===== src/hw/rtl/tdl_pkg.sv =====
// Shared types, codes and helpers for the template delimiter lexer.
// Used by tdl_front, tdl_queue, tdl_back, the top level and its checker.
package tdl_pkg;

    localparam int LENGTH_BITS = 16;
    localparam int LINE_BITS   = 16;
    localparam int LEN_OUT_W   = 16;
    localparam int LINE_OUT_W  = 16;
    localparam int MAX_RESULTS = 4;
    localparam int CNT_W       = $clog2(MAX_RESULTS + 1);
    localparam int IDX_W       = $clog2(MAX_RESULTS);
    localparam int QUEUE_DEPTH = 2;
    localparam int QPTR_W      = $clog2(QUEUE_DEPTH);
    localparam int QCNT_W      = $clog2(QUEUE_DEPTH + 1);

    // result kinds
    localparam logic [2:0] K_CBYTE  = 3'd0;
    localparam logic [2:0] K_IBYTE  = 3'd1;
    localparam logic [2:0] K_CEND   = 3'd2;
    localparam logic [2:0] K_IEND   = 3'd3;
    localparam logic [2:0] K_EOPEN  = 3'd4;
    localparam logic [2:0] K_ECLOSE = 3'd5;
    localparam logic [2:0] K_BOPEN  = 3'd6;
    localparam logic [2:0] K_BCLOSE = 3'd7;

    // lexer modes
    localparam logic [1:0] MODE_OUTSIDE = 2'd0;
    localparam logic [1:0] MODE_EXPR    = 2'd1;
    localparam logic [1:0] MODE_BLOCK   = 2'd2;

    // delimiter bytes
    localparam logic [7:0] CH_LBRACE  = 8'h7B;
    localparam logic [7:0] CH_RBRACE  = 8'h7D;
    localparam logic [7:0] CH_PERCENT = 8'h25;
    localparam logic [7:0] CH_SPACE   = 8'h20;
    localparam logic [7:0] CH_NEWLINE = 8'h0A;

    typedef struct packed {
        logic [2:0]            kind;
        logic [7:0]            data;
        logic [LINE_OUT_W-1:0] line;
        logic [LEN_OUT_W-1:0]  length;
    } tdl_result_t;

    typedef struct packed {
        logic [CNT_W-1:0]                    cnt;
        tdl_result_t [MAX_RESULTS-1:0]       res;
    } tdl_bundle_t;

    typedef struct packed {
        logic        valid;
        tdl_bundle_t bundle;
    } tdl_push_t;

    typedef struct packed {
        logic full;
        logic empty;
    } tdl_qstat_t;

    typedef struct packed {
        logic [1:0]             mode;
        logic [7:0]             hb;
        logic                   hv;
        logic [LINE_BITS-1:0]   line;
        logic [LENGTH_BITS-1:0] run;
    } tdl_state_t;

    function automatic logic [LEN_OUT_W-1:0] sat_len(input logic [LENGTH_BITS-1:0] v);
        logic [31:0] w;
        w = 32'(v);
        if (w > 32'({LEN_OUT_W{1'b1}}))
            return '1;
        return w[LEN_OUT_W-1:0];
    endfunction

    function automatic logic [LINE_OUT_W-1:0] cut_line(input logic [LINE_BITS-1:0] v);
        logic [31:0] w;
        w = 32'(v);
        return w[LINE_OUT_W-1:0];
    endfunction

    function automatic tdl_result_t make_result(input logic [2:0]             kind,
                                                input logic [7:0]             data,
                                                input logic [LINE_BITS-1:0]   line,
                                                input logic [LENGTH_BITS-1:0] run);
        tdl_result_t r;
        r.kind   = kind;
        r.data   = data;
        r.line   = cut_line(line);
        r.length = sat_len(run);
        return r;
    endfunction

endpackage


===== src/hw/rtl/tdl_front.sv =====
// Front end: accepts text bytes, keeps the lexer state and builds the
// bundle of results that each byte causes. Depends on tdl_pkg.
module tdl_front
    import tdl_pkg::*;
(
    input  logic       clk,
    input  logic       rst_n,
    input  logic       item_valid,
    output logic       item_ready,
    input  logic [7:0] byte_value,
    input  logic       end_of_text,
    input  tdl_qstat_t qstat,
    output tdl_push_t  push
);

    typedef struct packed {
        tdl_state_t  st;
        logic        fire;
        tdl_result_t res;
    } tdl_plain_t;

    tdl_state_t  state_reg;
    tdl_state_t  state_next;
    tdl_bundle_t bundle_next;
    logic        accept;

    function automatic tdl_plain_t plain_step(input tdl_state_t st, input logic [7:0] b);
        tdl_plain_t p;
        p.st   = st;
        p.fire = 1'b0;
        p.res  = '0;
        if (st.mode == MODE_EXPR || st.mode == MODE_BLOCK)
        begin
            if (b == CH_SPACE)
            begin
                if (st.run != '0)
                begin
                    p.fire = 1'b1;
                    p.res  = make_result(K_IEND, 8'd0, st.line, st.run);
                end
                p.st.run = '0;
            end
            else
            begin
                if (st.run != '1)
                    p.st.run = st.run + LENGTH_BITS'(1);
                p.fire = 1'b1;
                p.res  = make_result(K_IBYTE, b, st.line, '0);
            end
        end
        else
        begin
            // count the newline before its own result
            if (b == CH_NEWLINE)
                p.st.line = st.line + LINE_BITS'(1);
            if (st.run != '1)
                p.st.run = st.run + LENGTH_BITS'(1);
            p.fire = 1'b1;
            p.res  = make_result(K_CBYTE, b, p.st.line, '0);
        end
        return p;
    endfunction

    always_comb
    begin : p_lex
        tdl_state_t  s;
        tdl_bundle_t bnd;
        tdl_plain_t  p;
        logic [CNT_W-1:0] n;
        logic        tag;

        s   = state_reg;
        bnd = '0;
        n   = '0;
        p   = '0;
        tag = (s.mode == MODE_EXPR || s.mode == MODE_BLOCK);

        if (!s.hv)
        begin
            s.hb = byte_value;
            s.hv = 1'b1;
        end
        else if (!tag && s.hb == CH_LBRACE &&
                 (byte_value == CH_LBRACE || byte_value == CH_PERCENT))
        begin
            if (s.run != '0)
            begin
                bnd.res[n[IDX_W-1:0]] = make_result(K_CEND, 8'd0, s.line, s.run);
                n = n + CNT_W'(1);
            end
            s.run = '0;
            bnd.res[n[IDX_W-1:0]] = make_result((byte_value == CH_LBRACE) ? K_EOPEN : K_BOPEN,
                                                8'd0, s.line, '0);
            n      = n + CNT_W'(1);
            s.mode = (byte_value == CH_LBRACE) ? MODE_EXPR : MODE_BLOCK;
            s.hv   = 1'b0;
            s.hb   = '0;
        end
        else if (tag && (s.hb == CH_RBRACE || s.hb == CH_PERCENT) &&
                 byte_value == CH_RBRACE)
        begin
            // flush a pending identifier before the close
            if (s.run != '0)
            begin
                bnd.res[n[IDX_W-1:0]] = make_result(K_IEND, 8'd0, s.line, s.run);
                n = n + CNT_W'(1);
            end
            s.run = '0;
            bnd.res[n[IDX_W-1:0]] = make_result((s.hb == CH_RBRACE) ? K_ECLOSE : K_BCLOSE,
                                                8'd0, s.line, '0);
            n      = n + CNT_W'(1);
            s.mode = MODE_OUTSIDE;
            s.hv   = 1'b0;
            s.hb   = '0;
        end
        else
        begin
            p = plain_step(s, s.hb);
            s = p.st;
            if (p.fire)
            begin
                bnd.res[n[IDX_W-1:0]] = p.res;
                n = n + CNT_W'(1);
            end
            s.hb = byte_value;
        end

        if (end_of_text)
        begin
            if (s.hv)
            begin
                p = plain_step(s, s.hb);
                s = p.st;
                if (p.fire)
                begin
                    bnd.res[n[IDX_W-1:0]] = p.res;
                    n = n + CNT_W'(1);
                end
            end
            tag = (s.mode == MODE_EXPR || s.mode == MODE_BLOCK);
            if (tag)
            begin
                if (s.run != '0)
                begin
                    bnd.res[n[IDX_W-1:0]] = make_result(K_IEND, 8'd0, s.line, s.run);
                    n = n + CNT_W'(1);
                end
                bnd.res[n[IDX_W-1:0]] = make_result(K_BCLOSE, 8'd0, s.line, '0);
                n = n + CNT_W'(1);
            end
            else if (s.run != '0)
            begin
                bnd.res[n[IDX_W-1:0]] = make_result(K_CEND, 8'd0, s.line, s.run);
                n = n + CNT_W'(1);
            end
            // start the next text fresh
            s = '0;
        end

        bnd.cnt     = n;
        state_next  = s;
        bundle_next = bnd;
    end

    assign item_ready  = !qstat.full;
    assign accept      = item_valid && item_ready;
    assign push.valid  = accept && (bundle_next.cnt != '0);
    assign push.bundle = bundle_next;

    always_ff @(posedge clk or negedge rst_n)
    begin
        if (!rst_n)
            state_reg <= '0;
        else if (accept)
            state_reg <= state_next;
    end

endmodule


===== src/hw/rtl/tdl_queue.sv =====
// Short queue of result bundles between the front and back ends.
// Depends on tdl_pkg.
module tdl_queue
    import tdl_pkg::*;
(
    input  logic        clk,
    input  logic        rst_n,
    input  tdl_push_t   push,
    input  logic        pop,
    output tdl_bundle_t head,
    output tdl_qstat_t  qstat
);

    tdl_bundle_t       slot_reg [QUEUE_DEPTH];
    logic [QPTR_W-1:0] wr_ptr_reg;
    logic [QPTR_W-1:0] rd_ptr_reg;
    logic [QCNT_W-1:0] count_reg;
    logic              do_push;
    logic              do_pop;

    assign qstat.full  = (count_reg == QCNT_W'(QUEUE_DEPTH));
    assign qstat.empty = (count_reg == '0);
    assign do_push     = push.valid && !qstat.full;
    assign do_pop      = pop && !qstat.empty;
    assign head        = slot_reg[rd_ptr_reg];

    always_ff @(posedge clk)
    begin
        if (do_push)
            slot_reg[wr_ptr_reg] <= push.bundle;
    end

    always_ff @(posedge clk or negedge rst_n)
    begin
        if (!rst_n)
        begin
            wr_ptr_reg <= '0;
            rd_ptr_reg <= '0;
            count_reg  <= '0;
        end
        else
        begin
            if (do_push)
                wr_ptr_reg <= (wr_ptr_reg == QPTR_W'(QUEUE_DEPTH - 1)) ? '0
                                                                     : wr_ptr_reg + QPTR_W'(1);
            if (do_pop)
                rd_ptr_reg <= (rd_ptr_reg == QPTR_W'(QUEUE_DEPTH - 1)) ? '0
                                                                     : rd_ptr_reg + QPTR_W'(1);
            if (do_push && !do_pop)
                count_reg <= count_reg + QCNT_W'(1);
            else if (do_pop && !do_push)
                count_reg <= count_reg - QCNT_W'(1);
        end
    end

endmodule


===== src/hw/rtl/tdl_back.sv =====
// Back end: takes bundles from the queue and hands out their results one beat
// per cycle while result_ready is high, from a holding register. Depends on tdl_pkg.
module tdl_back
    import tdl_pkg::*;
(
    input  logic                  clk,
    input  logic                  rst_n,
    input  tdl_bundle_t           head,
    input  tdl_qstat_t            qstat,
    output logic                  pop,
    output logic                  result_valid,
    input  logic                  result_ready,
    output logic [2:0]            kind,
    output logic [7:0]            out_byte,
    output logic [LINE_OUT_W-1:0] line_number,
    output logic [LEN_OUT_W-1:0]  token_length,
    output logic                  last_of_run
);

    tdl_bundle_t      cur_reg;
    logic [IDX_W-1:0] idx_reg;
    logic             valid_reg;
    logic             fire;
    logic             is_last;
    tdl_result_t      sel;

    assign sel          = cur_reg.res[idx_reg];
    assign is_last      = (CNT_W'(idx_reg) == cur_reg.cnt - CNT_W'(1));
    assign fire         = valid_reg && result_ready;
    // load the next bundle when empty or when the last beat goes out
    assign pop          = !qstat.empty && (!valid_reg || (fire && is_last));

    assign result_valid = valid_reg;
    assign kind         = sel.kind;
    assign out_byte     = sel.data;
    assign line_number  = sel.line;
    assign token_length = sel.length;
    assign last_of_run  = is_last;

    always_ff @(posedge clk)
    begin
        if (pop)
            cur_reg <= head;
    end

    always_ff @(posedge clk or negedge rst_n)
    begin
        if (!rst_n)
        begin
            valid_reg <= 1'b0;
            idx_reg   <= '0;
        end
        else if (pop)
        begin
            valid_reg <= 1'b1;
            idx_reg   <= '0;
        end
        else if (fire)
        begin
            if (is_last)
                valid_reg <= 1'b0;
            else
                idx_reg <= idx_reg + IDX_W'(1);
        end
    end

endmodule


===== src/hw/rtl/template_delimiter_lexer.sv =====
// Template delimiter lexer, top level.
// Input channel item_valid/item_ready carries one text byte per beat
// (byte_value, end_of_text marks the final byte). Output channel
// result_valid/result_ready carries token results (kind, out_byte,
// line_number, token_length, last_of_run); one input byte causes zero to
// four results, and last_of_run flags the final one of each group.
// The front end decodes a byte and pushes its results as one bundle into
// a two-entry queue; the back end sends one result per cycle while
// result_ready is high. With the back end idle, the first result of a
// byte goes through a queue slot into the back end's holding register.
// Throughput: one byte per cycle while each byte yields at most one result
// and result_ready is high; a byte with N results holds the back end
// until all N are sent; the front end stalls only when the queue is full.
// A stalled receiver holds the current result steady; the queue absorbs two
// more bundles, then item_ready drops.
// Reset clears the lexer state (outside any tag, no held byte, counters at
// zero) and empties the queue. end_of_text also returns the state to this.
// Depends on tdl_pkg, tdl_front, tdl_queue, tdl_back.
module template_delimiter_lexer
    import tdl_pkg::*;
(
    input  logic                  clk,
    input  logic                  rst_n,
    input  logic                  item_valid,
    output logic                  item_ready,
    input  logic [7:0]            byte_value,
    input  logic                  end_of_text,
    output logic                  result_valid,
    input  logic                  result_ready,
    output logic [2:0]            kind,
    output logic [7:0]            out_byte,
    output logic [LINE_OUT_W-1:0] line_number,
    output logic [LEN_OUT_W-1:0]  token_length,
    output logic                  last_of_run
);

    tdl_push_t   push;
    tdl_qstat_t  qstat;
    tdl_bundle_t head;
    logic        pop;

    tdl_front u_front (
        .clk         (clk),
        .rst_n       (rst_n),
        .item_valid  (item_valid),
        .item_ready  (item_ready),
        .byte_value  (byte_value),
        .end_of_text (end_of_text),
        .qstat       (qstat),
        .push        (push)
    );

    tdl_queue u_queue (
        .clk   (clk),
        .rst_n (rst_n),
        .push  (push),
        .pop   (pop),
        .head  (head),
        .qstat (qstat)
    );

    tdl_back u_back (
        .clk          (clk),
        .rst_n        (rst_n),
        .head         (head),
        .qstat        (qstat),
        .pop          (pop),
        .result_valid (result_valid),
        .result_ready (result_ready),
        .kind         (kind),
        .out_byte     (out_byte),
        .line_number  (line_number),
        .token_length (token_length),
        .last_of_run  (last_of_run)
    );

endmodule


===== config.mk =====
export PLATFORM = sky130hd
export DESIGN_NAME = template_delimiter_lexer
export DESIGN_NICKNAME = d
export VERILOG_FILES = /design/src/hw/rtl/tdl_pkg.sv /design/src/hw/rtl/tdl_front.sv /design/src/hw/rtl/tdl_queue.sv /design/src/hw/rtl/tdl_back.sv /design/src/hw/rtl/template_delimiter_lexer.sv
export SDC_FILE = /design/constraint.sdc
export NUM_CORES = 1
export LEC_CHECK = 0
export ABC_AREA = 1
export BUFFER_PORTS_ARGS = -buffer_cell sky130_fd_sc_hd__buf_2
export CORE_MARGIN = 1
export CORE_UTILIZATION = 25
export CTS_CLUSTER_SIZE = 16
export DETAILED_ROUTE_END_ITERATION = 7
export SKIP_LAST_GASP = 1
export SLEW_MARGIN = 20
export SYNTH_ARGS = -nofsm -noshare
export SYNTH_HDL_FRONTEND = slang
export SYNTH_SLANG_ARGS = --single-unit

===== constraint.sdc =====
create_clock -name clk -period 11.2 [get_ports clk]
set_input_delay 3.36 -clock clk [delete_from_list [all_inputs] [get_ports clk]]
set_output_delay 3.36 -clock clk [all_outputs]
set_load 0.02 [all_outputs]

==> flow_summary.json <==
{
  "finalPower_uw": 9300,
  "rsz0062_at_grt": "no",
  "clkPwrFrac_pct": 20.6,
  "die_w_um": 339,
  "ctsResizeCount": 0,
  "combPwrFrac_pct": 39.8,
  "drive_above_1_share_pct": 17.3,
  "start_util_pct": 25.2,
  "place_inst": 4076,
  "slowest_delay_ns": 0.51,
  "htree_levels": 2,
  "dr.pass1.iters": 6,
  "drv_cap": 0,
  "hold_class": "reg2reg",
  "power.switching_uw": 3710,
  "status": "complete, no violations",
  "vias": 20381,
  "cp_max_fo": 58,
  "wire_per_inst_um": 19.7,
  "ys_ff_latch": 575,
  "p_sw_share_pct": 39.9,
  "numCtsBuffers": 56,
  "crit_arrival_ns": 9.39,
  "rows": 123,
  "drv_slew": 0,
  "port_buffers": 58,
  "power_density_nw_per_um2": 290,
  "area_growth_pct": 13.0,
  "final_cells": 4180,
  "yosys_warnings": 0,
  "rr_worst_depth": 37,
  "clock_skew_ns": 0.0354,
  "syn_nets": 2655,
  "setup_tns_ns": 0,
  "r2r_start": "u_front.state_reg[37]",
  "die_area_um2": 115000,
  "worst_ir_drop_vdd_uv": 146,
  "setup_viol": 0,
  "ant_nets": 0,
  "die_h_um": 339,
  "hold_depth": 2,
  "antenna_found_initial": 8,
  "gp_congestion": 0.962,
  "synthCells": 2622,
  "drt-vias-per-instance": 4.88,
  "fillCellCount": 11570,
  "cp-start-kind": "primary input",
  "post-route-util_pct": 28.5,
  "synth_edf_count": 525,
  "max_freq_mhz": 109,
  "intPower_uw": 5590,
  "cts_sinks": 575,
  "cp.required_ns": 11.45,
  "endpoint_kind": "register",
  "ctsHoldBuffers": 0,
  "ys_types": 55,
  "grt_max_degree": 100,
  "post-dp-hpwl_mm": 58.1,
  "rr_endpoint": "u_queue.slot_reg[0][133]",
  "fin_crit_ns": 9.14,
  "syn_avg_cell_area_um2": 10.8,
  "grt_pass1_wl_mm": 123,
  "r2r_slack_ns": 4.57,
  "p_seq_share_pct": 39.6,
  "drcViolationCount": 0,
  "crit_end": "u_queue.slot_reg[0][133]",
  "clk_latency_ns": 0.63,
  "cts_root_buffer": "clkbuf_16",
  "p_leak_uw": 0.0113,
  "cpMostUsedCell": "nand2_1",
  "tightestPinTransition_ns": 1.10,
  "synth_flop_cell": "edfxtp_1",
  "core_area_um2": 112000,
  "cts_setup_buffers": 0,
  "routed_wl_mm": 82.5,
  "num_io_pins": 59,
  "synth_area_um2": 28400,
  "seq_area_frac_synth_pct": 60.0,
  "grt_util_all_layers_pct": 13.9,
  "largest_reg_flops": 350,
  "nets": 2667,
  "cts_tree": "done",
  "critPathLaunch": "byte_value[7]",
  "relSlewSlack_pct": 26.5,
  "path_class": "in2reg",
  "grt_pass1_vias": 18962,
  "hold_viol": 0,
  "clockBufferDepth": 3,
  "async_flop_share_pct": 8.70,
  "fin_crit_sh_pct": 81.6,
  "grt_remaining_overflow": 0,
  "clk_pin_slew_ns": 0.06,
  "crit_slowest_cell": "inv_6",
  "drtIter0Drc": 2271
}
-- area by class of cell --
type / count / area [um^2] / share of cell area (%)
Sequential cell: 575 / 17000 / 53.1
Multi-Input combinational cell: 1703 / 9950 / 31.0
Tap cell: 1500 / 1880 / 5.86
Clock buffer: 70 / 1510 / 4.70
Inverter: 214 / 826 / 2.58
Timing Repair Buffer: 84 / 510 / 1.59
Clock inverter: 31 / 347 / 1.08
Antenna cell: 3 / 7.51 / 0.0234
-- synthesized netlist by cell type (14+ instances only) --
| library cell | n | area share, % |
|---|---|---|
| nor4_1 | 15 | 0.33 |
| inv_2 | 21 | 0.28 |
| a21oi_1 | 73 | 1.3 |
| nor3_1 | 45 | 0.79 |
| ha_1 | 20 | 0.88 |
| edfxtp_1 | 525 | 56 |
| a22oi_1 | 33 | 0.87 |
| clkbuf_1 | 92 | 1.2 |
| nor2_1 | 263 | 3.5 |
| o22ai_1 | 129 | 2.8 |
| a211oi_1 | 17 | 0.45 |
| o211ai_1 | 18 | 0.48 |
| inv_1 | 183 | 2.4 |
| xor2_1 | 26 | 0.80 |
| nand3_1 | 101 | 1.8 |
| o21ai_1 | 46 | 0.81 |
| o21ai_0 | 228 | 4.0 |
| mux2_2 | 175 | 6.9 |
| nor2_2 | 14 | 0.31 |
| buf_2 | 21 | 0.37 |
| nand2_2 | 28 | 0.62 |
| nand4_1 | 37 | 0.82 |
| dfrtp_1 | 50 | 4.4 |
| nand2_1 | 365 | 4.8 |
-- cell families (layout without fill, tap and decap cells) --
group	Yosys count	in the layout	share of synthesized area, %
muxes	175	175	6.95
buffers and inverters	344	399	4.94
AOI/OAI and AO/OA	568	568	11.5
adders and majority gates	20	20	0.882
other	0	3	0
xor gates and xnor gates	31	31	0.957
DFF	575	575	60.0
and+or+nand+nor	909	909	14.7
-- metal layers --
| metal | vias up | track usage [%] | wire (um) |
|---|---|---|---|
| li1 | 9472 | - | - |
| met1 | 10047 | 20.3 | 38400 |
| met2 | 767 | 21.6 | 36900 |
| met3 | 89 | 2.17 | 5650 |
| met4 | 6 | 3.20 | 1380 |
| met5 | - | 0 | 36 |
-- per-stage QoR --
| stage | setup slack, ns | hold WS [ns] | cell area, um^2 |
|---|---|---|---|
| finish | 2.06 | 0.471 | 32000 |
| floorplan | 0.374 | 0.442 | 28400 |
| CTS | 2.14 | 0.475 | 32000 |
| detailed placement | 1.50 | 0.460 | 30200 |
| global route | 1.39 | 0.500 | 32000 |
| global placement | 1.59 | 0.459 | 30200 |
-- power groups by stage --
stage,logic (uW),clock network [uW],registers [uW]
floorplan,2550,0,3680
global placement,3670,0,3700
detailed placement,3680,0,3730
CTS,3700,1950,3690
global route,4010,2030,3750
finish,3700,1910,3680
-- cell usage in the layout (no fill, tap or decap), drive strengths merged, types with 3 or more instances in the layout --
cell,netlist,layout
bufinv,0,6
o32ai,3,3
o311ai,4,4
o22ai,129,129
nor2,289,289
ha,20,20
edfxtp,525,525
clkbuf,92,70
buf,38,84
a21oi,74,74
o211ai,18,18
o21ai,275,275
nand2,403,403
a31oi,3,3
xnor2,5,5
a22oi,34,34
diode,0,3
nand4,41,41
mux2,175,175
clkinv,6,25
a211oi,19,19
dfrtp,50,50
nor4,15,15
nand3,112,112
o31ai,5,5
nor3,47,47
xor2,26,26
inv,208,213
-- worst min-delay path by stage --
stage	slack (ns)	startpoint	endpoint
2_1_floorplan	0.44	u_queue.wr_ptr_reg	u_queue.wr_ptr_reg
3_3_place_gp	0.46	u_queue.wr_ptr_reg	u_queue.wr_ptr_reg
3_5_place_dp	0.46	u_queue.wr_ptr_reg	u_queue.wr_ptr_reg
4_1_cts	0.47	u_queue.wr_ptr_reg	u_queue.wr_ptr_reg
5_1_grt	0.50	u_queue.wr_ptr_reg	u_queue.wr_ptr_reg
6_report	0.47	u_queue.wr_ptr_reg	u_queue.wr_ptr_reg
-- worst max-delay path, delay by kind of cell --
family                   cells  cell delay [ns]
AND/OR/NAND/NOR             25             3.14
buffers and inverters       10             2.09
adder cells (fa/ha/maj)      2             0.48
XOR/XNOR                     1             0.25
(Power assumes the default switching activity.)
